$ cat config.mk
export PLATFORM = sky130hd
export DESIGN_NAME = postfix_stack_evaluator
export DESIGN_NICKNAME = d
export VERILOG_FILES = /design/src/hdl/pse_pkg.sv /design/src/hdl/postfix_stack_evaluator.sv /design/src/hdl/pse_ram.sv /design/src/hdl/pse_ctrl.sv /design/src/hdl/pse_dp.sv
export SDC_FILE = /design/constraint.sdc
export NUM_CORES = 2
export LEC_CHECK = 0
export ABC_CLOCK_PERIOD_IN_PS = 13000
export CORE_AREA = 3 3 518 520
export DETAILED_ROUTE_END_ITERATION = 10
export DIE_AREA = 0 0 521 523
export DONT_BUFFER_PORTS = 1
export HOLD_SLACK_MARGIN = 0.05
export PLACE_DENSITY = 0.5
export RECOVER_POWER = 25
export SLEW_MARGIN = 20
export SYNTH_ARGS = -nofsm -noshare
export SYNTH_HDL_FRONTEND = slang
export SYNTH_HIERARCHICAL = 1
export SYNTH_SLANG_ARGS = --single-unit
$ cat constraint.sdc
create_clock -name clock -period 13 [get_ports clock]
set_input_delay 0.65 -clock clock [delete_from_list [all_inputs] [get_ports clock]]
set_output_delay 0.65 -clock clock [all_outputs]
set_load 0.02 [all_outputs]
$ cat src/hdl/pse_pkg.sv
package pse_pkg;

   // geometry
   localparam int STACK_DEPTH   = 16;
   localparam int FRACTION_BITS = 16;
   localparam int WORD_W        = 48;
   localparam int OPC_W         = 3;
   localparam int NUM_W         = 31;
   localparam int STATUS_W      = 3;
   localparam int DEPTH_W       = $clog2(STACK_DEPTH + 1);
   localparam int ADDR_W        = $clog2(STACK_DEPTH);

   // multiplier: WORD_W x CHUNK_W per cycle, MSB chunk first
   localparam int CHUNK_W   = 16;
   localparam int MUL_STEPS = WORD_W / CHUNK_W;
   localparam int PROD_W    = 2 * WORD_W;

   // divider: one quotient bit per cycle over the scaled dividend
   localparam int DIV_STEPS = WORD_W + FRACTION_BITS;
   localparam int CNT_W     = $clog2(DIV_STEPS);

   // width for magnitudes ahead of the final clamp
   localparam int WIDE_W = 2 * WORD_W;

   localparam logic [WORD_W-1:0] POS_MAX = {1'b0, {(WORD_W-1){1'b1}}};
   localparam logic [WORD_W-1:0] NEG_MIN = {1'b1, {(WORD_W-1){1'b0}}};

   // opcodes
   localparam logic [OPC_W-1:0] OP_PUSH = 3'd0;
   localparam logic [OPC_W-1:0] OP_ADD  = 3'd1;
   localparam logic [OPC_W-1:0] OP_SUB  = 3'd2;
   localparam logic [OPC_W-1:0] OP_MUL  = 3'd3;
   localparam logic [OPC_W-1:0] OP_DIV  = 3'd4;

   // status codes
   localparam logic [STATUS_W-1:0] ST_OK        = 3'd0;
   localparam logic [STATUS_W-1:0] ST_UNDERFLOW = 3'd1;
   localparam logic [STATUS_W-1:0] ST_OVERFLOW  = 3'd2;
   localparam logic [STATUS_W-1:0] ST_DIVZERO   = 3'd3;
   localparam logic [STATUS_W-1:0] ST_EMPTY     = 3'd4;
   localparam logic [STATUS_W-1:0] ST_SATURATED = 3'd5;

   typedef enum logic [2:0] {
      SEL_ADD,
      SEL_SUB,
      SEL_MUL,
      SEL_DIV,
      SEL_ZERO
   } res_sel_type;

   typedef struct packed {
      logic                tok_load;
      logic                push;
      logic                rd_en;
      logic                op_load;
      logic                mul_step;
      logic                div_step;
      logic                commit;
      res_sel_type         sel;
      logic                err_valid;
      logic [STATUS_W-1:0] err_code;
      logic                emit;
   } ctrl_cmd_type;

   typedef struct packed {
      logic [OPC_W-1:0] opcode;
      logic             last;
      logic             depth_zero;
      logic             depth_full;
      logic             depth_lt2;
      logic             second_zero;
   } dp_status_type;

   typedef struct packed {
      logic [WORD_W-1:0] value;
      logic              sat;
   } clamp_type;

   function automatic logic [WORD_W-1:0] magnitude(input logic [WORD_W-1:0] x);
      magnitude = x[WORD_W-1] ? (~x + WORD_W'(1)) : x;
   endfunction

   // sign plus magnitude to a word, clamped to the signed range
   function automatic clamp_type clamp_mag(input logic neg, input logic [WIDE_W-1:0] mag);
      clamp_type r;
      r.sat = 1'b0;
      if (neg) begin
         if (mag > WIDE_W'(NEG_MIN)) begin
            r.sat   = 1'b1;
            r.value = NEG_MIN;
         end else begin
            r.value = ~mag[WORD_W-1:0] + WORD_W'(1);
         end
      end else begin
         if (mag > WIDE_W'(POS_MAX)) begin
            r.sat   = 1'b1;
            r.value = POS_MAX;
         end else begin
            r.value = mag[WORD_W-1:0];
         end
      end
      return r;
   endfunction

endpackage

$ cat src/hdl/postfix_stack_evaluator.sv
// channel | direction | words                                  | handshake
// req     | in        | opcode, number_value, last_token       | req_valid / req_stall
// rsp     | out       | result_value (Q32.16), status          | rsp_valid / rsp_stall
//
// One word in flight at a time: push and ignored opcodes dispatch and finish;
// operators read operands and commit: multiply with three 48x16 products, divide
// one quotient bit per cycle over 64 dividend bits in the shift-subtract unit.
// Synchronous active-high reset empties the stack and clears the error; the
// stack memory itself is not cleared, entries are only read after a push.
// The response sits in an output register; a stalled response only holds
// off the next word that ends an expression.
module postfix_stack_evaluator (
   input  logic                                clock,
   input  logic                                reset,

   input  logic                                req_valid,
   output logic                                req_stall,
   input  logic [pse_pkg::OPC_W-1:0]           req_opcode,
   input  logic [pse_pkg::NUM_W-1:0]           req_number_value,
   input  logic                                req_last_token,

   output logic                                rsp_valid,
   input  logic                                rsp_stall,
   output logic signed [pse_pkg::WORD_W-1:0]   rsp_result_value,
   output logic [pse_pkg::STATUS_W-1:0]        rsp_status
);
   import pse_pkg::*;

   // controller to datapath commands, datapath flags back
   ctrl_cmd_type  cmd;
   dp_status_type sts;

   // sequencer: accept, dispatch, operand read, iterate, commit, emit
   pse_ctrl u_ctrl (
      .clock     (clock),
      .reset     (reset),
      .req_valid (req_valid),
      .req_stall (req_stall),
      .rsp_valid (rsp_valid),
      .rsp_stall (rsp_stall),
      .sts       (sts),
      .cmd       (cmd)
   );

   // stack, multiplier, divider, sticky error and the response register
   pse_dp u_dp (
      .clock            (clock),
      .reset            (reset),
      .req_opcode       (req_opcode),
      .req_number_value (req_number_value),
      .req_last_token   (req_last_token),
      .cmd              (cmd),
      .sts              (sts),
      .rsp_result_value (rsp_result_value),
      .rsp_status       (rsp_status)
   );

endmodule

$ cat src/hdl/pse_ram.sv
module pse_ram #(
   parameter int WIDTH = 8,
   parameter int DEPTH = 16
) (
   input  logic                     clock,
   input  logic                     wr_en,
   input  logic [$clog2(DEPTH)-1:0] wr_addr,
   input  logic [WIDTH-1:0]         wr_data,
   input  logic                     rd_en,
   input  logic [$clog2(DEPTH)-1:0] rd_addr,
   output logic [WIDTH-1:0]         rd_data
);

   logic [WIDTH-1:0] mem_ff [DEPTH];
   logic [WIDTH-1:0] rd_data_ff;

   always_ff @(posedge clock) begin
      if (wr_en) begin
         mem_ff[wr_addr] <= wr_data;
      end
      if (rd_en) begin
         rd_data_ff <= mem_ff[rd_addr];
      end
   end

   assign rd_data = rd_data_ff;

endmodule

$ cat src/hdl/pse_ctrl.sv
module pse_ctrl (
   input  logic                   clock,
   input  logic                   reset,
   input  logic                   req_valid,
   output logic                   req_stall,
   output logic                   rsp_valid,
   input  logic                   rsp_stall,
   input  pse_pkg::dp_status_type sts,
   output pse_pkg::ctrl_cmd_type  cmd
);
   import pse_pkg::*;

   typedef enum logic [2:0] {
      S_IDLE,
      S_DISPATCH,
      S_READ,
      S_MUL,
      S_DIV,
      S_COMMIT,
      S_FINISH
   } state_type;

   state_type   state_ff, state_in;
   logic [CNT_W-1:0] cnt_ff, cnt_in;
   res_sel_type sel_ff, sel_in;
   logic        rsp_valid_ff, rsp_valid_in;

   always_comb begin
      cmd          = '0;
      cmd.sel      = sel_ff;
      state_in     = state_ff;
      cnt_in       = cnt_ff;
      sel_in       = sel_ff;
      rsp_valid_in = rsp_valid_ff & rsp_stall;

      unique case (state_ff)
         S_IDLE: begin
            if (req_valid) begin
               cmd.tok_load = 1'b1;
               state_in     = S_DISPATCH;
            end
         end
         S_DISPATCH: begin
            state_in = S_FINISH;
            case (sts.opcode) inside
               OP_PUSH: begin
                  if (sts.depth_full) begin
                     cmd.err_valid = 1'b1;
                     cmd.err_code  = ST_OVERFLOW;
                  end else begin
                     cmd.push = 1'b1;
                  end
               end
               OP_ADD, OP_SUB, OP_MUL, OP_DIV: begin
                  if (sts.depth_lt2) begin
                     cmd.err_valid = 1'b1;
                     cmd.err_code  = ST_UNDERFLOW;
                  end else begin
                     cmd.rd_en = 1'b1;
                     state_in  = S_READ;
                  end
               end
               default: begin
                  // unused opcodes do nothing
               end
            endcase
         end
         S_READ: begin
            cmd.op_load = 1'b1;
            cnt_in      = '0;
            case (sts.opcode)
               OP_ADD: begin
                  sel_in   = SEL_ADD;
                  state_in = S_COMMIT;
               end
               OP_SUB: begin
                  sel_in   = SEL_SUB;
                  state_in = S_COMMIT;
               end
               OP_MUL: begin
                  sel_in   = SEL_MUL;
                  state_in = S_MUL;
               end
               default: begin
                  if (sts.second_zero) begin
                     cmd.err_valid = 1'b1;
                     cmd.err_code  = ST_DIVZERO;
                     sel_in        = SEL_ZERO;
                     state_in      = S_COMMIT;
                  end else begin
                     sel_in   = SEL_DIV;
                     state_in = S_DIV;
                  end
               end
            endcase
         end
         S_MUL: begin
            cmd.mul_step = 1'b1;
            cnt_in       = cnt_ff + CNT_W'(1);
            if (cnt_ff == CNT_W'(MUL_STEPS - 1)) begin
               state_in = S_COMMIT;
            end
         end
         S_DIV: begin
            cmd.div_step = 1'b1;
            cnt_in       = cnt_ff + CNT_W'(1);
            if (cnt_ff == CNT_W'(DIV_STEPS - 1)) begin
               state_in = S_COMMIT;
            end
         end
         S_COMMIT: begin
            cmd.commit = 1'b1;
            state_in   = S_FINISH;
         end
         S_FINISH: begin
            if (!sts.last) begin
               state_in = S_IDLE;
            end else if (!rsp_valid_ff || !rsp_stall) begin
               cmd.emit     = 1'b1;
               rsp_valid_in = 1'b1;
               state_in     = S_IDLE;
            end
         end
         default: begin
            state_in = S_IDLE;
         end
      endcase
   end

   always_ff @(posedge clock) begin
      if (reset) begin
         state_ff     <= S_IDLE;
         cnt_ff       <= '0;
         sel_ff       <= SEL_ADD;
         rsp_valid_ff <= 1'b0;
      end else begin
         state_ff     <= state_in;
         cnt_ff       <= cnt_in;
         sel_ff       <= sel_in;
         rsp_valid_ff <= rsp_valid_in;
      end
   end

   assign req_stall = (state_ff != S_IDLE);
   assign rsp_valid = rsp_valid_ff;

endmodule

$ cat src/hdl/pse_dp.sv
module pse_dp (
   input  logic                                   clock,
   input  logic                                   reset,
   input  logic [pse_pkg::OPC_W-1:0]              req_opcode,
   input  logic [pse_pkg::NUM_W-1:0]              req_number_value,
   input  logic                                   req_last_token,
   input  pse_pkg::ctrl_cmd_type                  cmd,
   output pse_pkg::dp_status_type                 sts,
   output logic signed [pse_pkg::WORD_W-1:0]      rsp_result_value,
   output logic [pse_pkg::STATUS_W-1:0]           rsp_status
);
   import pse_pkg::*;

   // latched word
   logic [OPC_W-1:0]    tok_op_ff;
   logic [NUM_W-1:0]    tok_num_ff;
   logic                tok_last_ff;

   // stack: top in a register, the rest in RAM at 0 .. depth-2
   logic [DEPTH_W-1:0]  depth_ff, depth_in;
   logic [WORD_W-1:0]   tos_ff, tos_in;
   logic [STATUS_W-1:0] err_ff, err_in;

   // operands and arithmetic
   logic [WORD_W-1:0]    opa_ff;
   logic [WORD_W-1:0]    mag_a_ff, mag_b_ff, mag_b_in;
   logic                 neg_ff;
   logic [PROD_W-1:0]    prod_ff, prod_in;
   logic [DIV_STEPS-1:0] quo_ff, quo_in;
   logic [WORD_W-1:0]    rem_ff, rem_in;

   logic [WORD_W-1:0]   out_value_ff;
   logic [STATUS_W-1:0] out_status_ff;

   logic [WORD_W-1:0]   ram_rdata;
   logic [DEPTH_W-1:0]  depth_m1, depth_m2;
   logic                ram_wr_en;

   logic [CHUNK_W+WORD_W-1:0] pp;
   logic [WORD_W:0]           rem_sh;
   logic [WORD_W:0]           sum;
   logic [WORD_W:0]           sum_mag;
   clamp_type                 push_res, op_res;
   logic                      rec_valid;
   logic [STATUS_W-1:0]       rec_code;

   assign depth_m1  = depth_ff - DEPTH_W'(1);
   assign depth_m2  = depth_ff - DEPTH_W'(2);
   assign ram_wr_en = cmd.push & (depth_ff != '0);

   pse_ram #(
      .WIDTH (WORD_W),
      .DEPTH (STACK_DEPTH)
   ) u_stack (
      .clock   (clock),
      .wr_en   (ram_wr_en),
      .wr_addr (depth_m1[ADDR_W-1:0]),
      .wr_data (tos_ff),
      .rd_en   (cmd.rd_en),
      .rd_addr (depth_m2[ADDR_W-1:0]),
      .rd_data (ram_rdata)
   );

   // multiply step: partial product of the top chunk of b
   assign pp      = mag_a_ff * mag_b_ff[WORD_W-1 -: CHUNK_W];
   assign prod_in = (prod_ff << CHUNK_W) + PROD_W'(pp);
   assign mag_b_in = mag_b_ff << CHUNK_W;

   // restoring divide step
   always_comb begin
      rem_sh = {rem_ff, quo_ff[DIV_STEPS-1]};
      if (rem_sh >= {1'b0, mag_b_ff}) begin
         rem_in = WORD_W'(rem_sh - {1'b0, mag_b_ff});
         quo_in = {quo_ff[DIV_STEPS-2:0], 1'b1};
      end else begin
         rem_in = rem_sh[WORD_W-1:0];
         quo_in = {quo_ff[DIV_STEPS-2:0], 1'b0};
      end
   end

   assign push_res = clamp_mag(1'b0, WIDE_W'(tok_num_ff) << FRACTION_BITS);

   // result select and clamp
   always_comb begin
      if (tok_op_ff == OP_SUB) begin
         sum = {opa_ff[WORD_W-1], opa_ff} - {tos_ff[WORD_W-1], tos_ff};
      end else begin
         sum = {opa_ff[WORD_W-1], opa_ff} + {tos_ff[WORD_W-1], tos_ff};
      end
      sum_mag = sum[WORD_W] ? (~sum + (WORD_W+1)'(1)) : sum;
      case (cmd.sel) inside
         SEL_ADD, SEL_SUB: op_res = clamp_mag(sum[WORD_W], WIDE_W'(sum_mag));
         SEL_MUL:          op_res = clamp_mag(neg_ff, WIDE_W'(prod_ff >> FRACTION_BITS));
         SEL_DIV:          op_res = clamp_mag(neg_ff, WIDE_W'(quo_ff));
         default:          op_res = '{value: '0, sat: 1'b0};
      endcase
   end

   always_comb begin
      depth_in  = depth_ff;
      tos_in    = tos_ff;
      rec_valid = cmd.err_valid;
      rec_code  = cmd.err_code;
      if (cmd.push) begin
         tos_in   = push_res.value;
         depth_in = depth_ff + DEPTH_W'(1);
         if (push_res.sat) begin
            rec_valid = 1'b1;
            rec_code  = ST_SATURATED;
         end
      end
      if (cmd.commit) begin
         tos_in   = op_res.value;
         depth_in = depth_m1;
         if (op_res.sat) begin
            rec_valid = 1'b1;
            rec_code  = ST_SATURATED;
         end
      end
      if (cmd.emit) begin
         depth_in = '0;
         err_in   = '0;
      end else if (err_ff == ST_OK && rec_valid) begin
         err_in = rec_code;
      end else begin
         err_in = err_ff;
      end
   end

   always_ff @(posedge clock) begin
      if (reset) begin
         depth_ff <= '0;
         err_ff   <= ST_OK;
      end else begin
         depth_ff <= depth_in;
         err_ff   <= err_in;
      end
   end

   always_ff @(posedge clock) begin
      tos_ff <= tos_in;
      if (cmd.tok_load) begin
         tok_op_ff   <= req_opcode;
         tok_num_ff  <= req_number_value;
         tok_last_ff <= req_last_token;
      end
      if (cmd.op_load) begin
         opa_ff   <= ram_rdata;
         mag_a_ff <= magnitude(ram_rdata);
         mag_b_ff <= magnitude(tos_ff);
         neg_ff   <= ram_rdata[WORD_W-1] ^ tos_ff[WORD_W-1];
         prod_ff  <= '0;
         quo_ff   <= DIV_STEPS'(magnitude(ram_rdata)) << FRACTION_BITS;
         rem_ff   <= '0;
      end
      if (cmd.mul_step) begin
         prod_ff  <= prod_in;
         mag_b_ff <= mag_b_in;
      end
      if (cmd.div_step) begin
         quo_ff <= quo_in;
         rem_ff <= rem_in;
      end
      if (cmd.emit) begin
         if (depth_ff == '0) begin
            out_value_ff  <= '0;
            out_status_ff <= (err_ff != ST_OK) ? err_ff : ST_EMPTY;
         end else begin
            out_value_ff  <= tos_ff;
            out_status_ff <= err_ff;
         end
      end
   end

   assign sts.opcode      = tok_op_ff;
   assign sts.last        = tok_last_ff;
   assign sts.depth_zero  = (depth_ff == '0);
   assign sts.depth_full  = (depth_ff == DEPTH_W'(STACK_DEPTH));
   assign sts.depth_lt2   = (depth_ff < DEPTH_W'(2));
   assign sts.second_zero = (tos_ff == '0);

   assign rsp_result_value = $signed(out_value_ff);
   assign rsp_status       = out_status_ff;

endmodule
* Yosys cells after proc, flatten, opt, wreduce, memory -nomap -nowiden
Memories as Yosys holds them, arrays and structs flattened. A register that Yosys moved wholly into a read port is not among the register bits. Cells that the tools add are included.
Cells by class: bitwise gates (word level) 9, equality and inequality tests 20, reductions and logical operators 24, order comparisons 9, add/sub/neg operators 14, multipliers 1, mux-type cells 89
Operators by type and width (number):
- $mux W48 | 15
- $mux W49 | 8
- $add A48 B1 Y48 const B | 5
- $not A48 Y48 | 5
- $mux W96 | 2
- $mux W64 | 2
- $add A96 B64 Y96 | 1
- $gt A80 B47 Y1 const B | 1
- $gt A80 B48 Y1 const B | 1
- $gt A64 B47 Y1 const B | 1
- $gt A64 B48 Y1 const B | 1
- $mul A48 B16 Y64 | 1
- $add A48 B48 Y49 | 1
- $add A49 B1 Y49 const B | 1
- $ge A49 B48 Y1 | 1
- $gt A49 B47 Y1 const B | 1
- $gt A49 B48 Y1 const B | 1
- $not A49 Y49 | 1
- $sub A48 B48 Y49 | 1
- $logic_not A48 Y1 | 1
- $sub A48 B48 Y48 | 1
- $gt A47 B47 Y1 const B | 1
- $mux W47 | 1
- $mux W3 | 15
- 37 further kinds | 97
Word-level totals: memory bits (writable) 768, output and inout bits 53, register bits after elaboration 508, word-level logic and storage cells 187, memories kept 1, input port bits 39
Memory list:
- u_dp.u_stack.mem_ff | depth 16, bits a word 48, read ports 1, clocked after Yosys merged registers in 1, write ports 1, line pse_ram.sv:14 | logic [WIDTH-1:0] mem_ff [DEPTH];

* Longest topological paths before layout
word-level depth 13, gate-level depth with buffers 44

* Modules after synthesis
Netlist, hierarchy kept.
By module, submodules not included:
- pse_dp | instances 1, seq. area each 14594.0 um2, area an instance 61207.5 um2, cells each 6867
- pse_ram | instances 1, seq. area each 24503.5 um2, area an instance 30171.4 um2, cells each 1242
- pse_ctrl | instances 1, seq. area each 260.2 um2, area an instance 942.2 um2, cells each 123

* Worst setup path after synthesis
OpenSTA, ideal clock, no wires.
kind reg-to-reg, from register u_ctrl.state_ff[2], to register u_dp.mag_b_ff[16] (enable), buffers on the path 3, slack 2.311 ns, stages on the path, launching flop included 6, data required time 12.567 ns, arrival time 10.255 ns, library setup time 0.433 ns, cells stage by stage dfxtp_1 clkbuf_1 nor3b_1 clkbuf_1 clkbuf_1 or2_2
RTL lines:
- start: declaration | line pse_ctrl.sv:23 | state_type state_ff, state_in;
- start signal: assignment | line pse_ctrl.sv:137 | state_ff <= state_in;
- end signal: assignment | line pse_dp.sv:150 | mag_b_ff <= magnitude(tos_ff);
- end signal: assignment | line pse_dp.sv:158 | mag_b_ff <= mag_b_in;
- end: declaration | line pse_dp.sv:26 | logic [WORD_W-1:0] mag_a_ff, mag_b_ff, mag_b_in;

* Worst setup path after layout
from register u_dp.tos_ff[0], to register u_dp.tos_ff[11], data pin
Between the ends: cells in the longest elaborated chain, start to end 11, elaborated cells between the ends (all ways) 15, classes of those cells add/sub: 4; order compare: 2; mux: 7; bitwise: 2
Ends and longest elaborated chain:
- start: declaration | line pse_dp.sv:21 | logic [WORD_W-1:0] tos_ff, tos_in;
- start signal: assignment | line pse_dp.sv:141 | tos_ff <= tos_in;
- $add A48 B48 Y49 / $sub A48 B48 Y49 (equally long branches) | line pse_dp.sv:88, pse_dp.sv:86
- $mux W49 (*) | line pse_dp.sv:85 | if (tok_op_ff == OP_SUB) begin
- $not A49 Y49 | line pse_dp.sv:90 | sum_mag = sum[WORD_W] ? (~sum + (WORD_W+1)'(1)) : sum;
- $add A49 B1 Y49 | line pse_dp.sv:90
- $mux W49 | line pse_dp.sv:90
- $not A48 Y48 | line pse_pkg.sv:92 | r.value = ~mag[WORD_W-1:0] + WORD_W'(1);
- $add A48 B1 Y48 | line pse_pkg.sv:92
- $mux W48 | line pse_pkg.sv:88 | if (mag > WIDE_W'(NEG_MIN)) begin
- $mux W49 (*) | line pse_pkg.sv:87 | if (neg) begin
- $mux W49 (*) | line pse_dp.sv:91 | case (cmd.sel) inside
- $mux W48 (*) | line pse_dp.sv:112 | if (cmd.commit) begin
Every way passes the cells marked *; elsewhere a longest branch is shown, timed or not. A chain may end at the register's enable or synchronous reset.

==> impl_results.md <==
- Area fraction of the dominant cell type after synthesis: 41.8%
- M1 GR Usage: 30.4%
- Hold_sp: reset
- Most frequent CP cell: or3_1
- Area post-placement: 0.0965 sq mm
- Synth Register Bits: 1323
- First-pass GRT wire length: 467000 microns
- Layout cells sized above 1: under 10%
- Largest net degree at the start of global routing: 68
- Layout area overhead: 10.4%
- Gr ovfl total: 0
- Top_reg_cell synth: edfxtp_1
- Clk root buf: clkbuf_16
- Max Clock Freq: 84.2 MHz
- Netlist cell types: 106
- Synth warnings: 6
- PostCTS Resize Cnt: 0
- Clock Latency Late Sink: roughly 0.85 ns
- Synth top area cells: edfxtp_1, fa_1, mux4_2, nand2_1, ha_1
- Layout Nets: 9152
- Worst reg2reg path depth: 29
- PortBufs: 0
- Arrival @ worst endpoint: 12.53 ns
- Filler Cell Count: ~26k
- Clock slew at reported path FFs: 0.06 ns
- Hold Fails Final Rpt: 0
- Pins Over Slew Limit: 437
- Core ar.: 0.265 sq mm
- CTS tree: yes
- Dpl hpwl: 231000 microns
- Clock Sinks: 1323
- Initial core utilization: 34.9%
- WL per Instance: 27.1 microns
- Die width: 521 microns
- Clk_skew: around 0.080 ns
- Most area-hungry cell type in the Yosys netlist: edfxtp_1
- Hold Path Class: in -> reg
- I/O pins: 92
- Post-synth EDFFs: approximately 1.3k
- Syn Std Cell Area: about 0.092 sq mm
- Post-CTS Setup Inserts: 0
- Pre-antenna DRT Iters: 6
- Worst-case clock buffer depth: 3
- Tightest slew margin relative to the limit: -12.8%
- Syn Nets: between 9k and 10k
- Crit-path max cell delay: 0.94 ns
- CP endpoint kind: flip-flop
- Maximum fanout along the worst path: 34
- Required time of the critical path: 13.64 ns
- Total negative slack: 0 ns
- Setup crit start kind: flip-flop
- Failing checks: capacitance limit, slew limit
- Die ar.: 0.272 sq mm
- First DRT Iteration DRCs: 5588
- Worst Path Buf+Inv: 1
- FF-to-FF Start: u_dp/tos_ff[0]
- GR Util met3: 3.44%
- GPL Wtd Cong: 0.934
- CTS Buf Count: 155
- Gr busiest metal: met2
- Die Y: 523 microns
- Max-cap violations: 20
- Critical path class: reg -> reg
- Tmin final: 11.88 ns
- Crit path max-delay family: simple AND/OR/NAND/NOR gates
- DRT Wirelength: 321000 microns
- Mapped Avg Cell Area: ~11 sq um
- Routed vias/inst: 5.57
- Syn Inst Count: 8232
- Vias post-DR: 65.8k
- DR DRC count: 0
- RSZ-0062 raised after global routing: no
- CTS H-tree depth: 4
- Critical path depth in cells: 29
- GRT met2 Usage: 39.8%
- Final Cycle Share: 91.4%
- Hold Buf Count CTS: 37
- Measured slew at the worst slew-check pin: 1.69 ns
- Worst hold path cell count: 2
- Status: complete, but fails checks
- Total Routing Usage GR: 23.3%
- Asr flop ratio synth: 0%
- FP Rows: 189
- Final setup violation count: 0
- Post-synthesis sequential area ratio: a little over two fifths
- CP max-delay cell: nor4_1
- Antenna-violating nets left: 0
- Reg-to-reg slack, setup: 1.12 ns
- Number of global-route vias before repair: 67.0k
- Antenna violations before repair: 11
- Final instance area: 0.102 sq mm
- CP startpoint: u_dp/tos_ff[0]
-- logic make-up after synthesis --
group / Yosys count / share of synthesized area [%]
muxes: 299 / 5.92
and+or+nand+nor: 2550 / 13.5
other: 1 / 0.00406
buffers and inverters: 1301 / 5.44
AOI/OAI and AO/OA: 1412 / 10.2
xor gates and xnor gates: 390 / 3.70
DFF: 1323 / 42.6
adders and majority gates: 956 / 18.6
-- flip-flops by register name, summed over array words and instances (netlist names) --
name,flops
u_dp/mag_a_ff,47
u_dp/depth_ff,5
u_ctrl/state_ff,3
u_dp/u_stack/rd_data,48
u_dp/tok_op_ff,3
u_dp/neg_ff,1
u_dp/tok_last_ff,1
u_ctrl/cnt_ff,6
u_dp/u_stack/mem_ff,768
u_dp/mag_b_ff,48
u_dp/quo_ff,64
u_dp/prod_ff,96
u_ctrl/sel_ff,3
u_dp/rsp_status,3
u_dp/err_ff,3
u_dp/tos_ff,48
u_dp/rem_ff,48
u_ctrl/rsp_valid,1
u_dp/opa_ff,48
u_dp/rsp_result_value,48
u_dp/tok_num_ff,31
-- synthesized netlist by cell type, types with 35 or more instances --
| library cell | n |
|---|---|
| nand2b_1 | 44 |
| or4_1 | 37 |
| o21ai_0 | 306 |
| mux4_2 | 192 |
| ha_1 | 264 |
| a22oi_1 | 105 |
| and3_1 | 54 |
| o31ai_1 | 56 |
| mux2i_1 | 54 |
| or3_1 | 74 |
| inv_1 | 864 |
| xnor2_1 | 219 |
| fa_1 | 692 |
| dfxtp_1 | 37 |
| nor3_1 | 161 |
| o211ai_1 | 41 |
| mux2_2 | 53 |
| nand2_1 | 1001 |
| nand3_1 | 119 |
| a31oi_1 | 70 |
| o21a_1 | 35 |
| clkbuf_1 | 362 |
| a211oi_1 | 61 |
| o311ai_0 | 39 |
| a21o_1 | 96 |
| a21oi_1 | 305 |
| and2_1 | 339 |
| nor2_1 | 363 |
| nand4_1 | 65 |
| xor2_1 | 171 |
| edfxtp_1 | 1286 |
| nor4_1 | 73 |
| nor2b_1 | 106 |
-- layout by cell type, fill, tap and decap left out, types with 158 or more instances in the layout --
cell / n
edfxtp_1: 1286
nand2_1: 999
inv_1: 861
fa_1: 692
nor2_1: 346
and2_1: 337
o21ai_0: 305
a21oi_1: 303
ha_1: 264
xnor2_1: 219
mux4_2: 192
xor2_1: 171
clkbuf_16: 158
-- per-layer routing --
layer | wire, microns | share of wire (%)
met1 | 133000 | 41
met2 | 158000 | 49
met3 | 18800 | 5.9
met4 | 10800 | 3.4
met5 | 13 | 0.0041
-- area by class of cell --
type	instances	area, sq um	share of cell area, %
repair buffers	204	1500	1.47
diodes	4	10.0	0.00982
clock buffers	182	4070	4.00
inverters	865	3250	3.19
multi-input cells	5608	48200	47.3
clock inverters	106	1150	1.13
flip-flops and latches	1323	39400	38.6
well taps	3533	4420	4.34
-- through the flow --
stage               setup slack, ns  util [%]  cells  hold slack (ns)
global route                  0.472      38.5  11800            0.130
detailed placement             1.44      36.5  11500            0.504
global placement               1.67      36.4  11500            0.492
floorplan                      2.31         -   8232            0.463
finish                         1.12      38.5  11800            0.121
CTS                            1.32      38.6  11800           0.0560
-- worst paths after layout --
path / to
setup / recovery: u_dp/tos_ff[11]
hold reg to reg: u_dp/rsp_status[1]
hold / removal: u_dp/depth_ff[0]
setup reg to reg: u_dp/tos_ff[11]
Power is not shown: default switching activity piles up to over one toggle a cycle in this logic, so the estimate is an artifact.
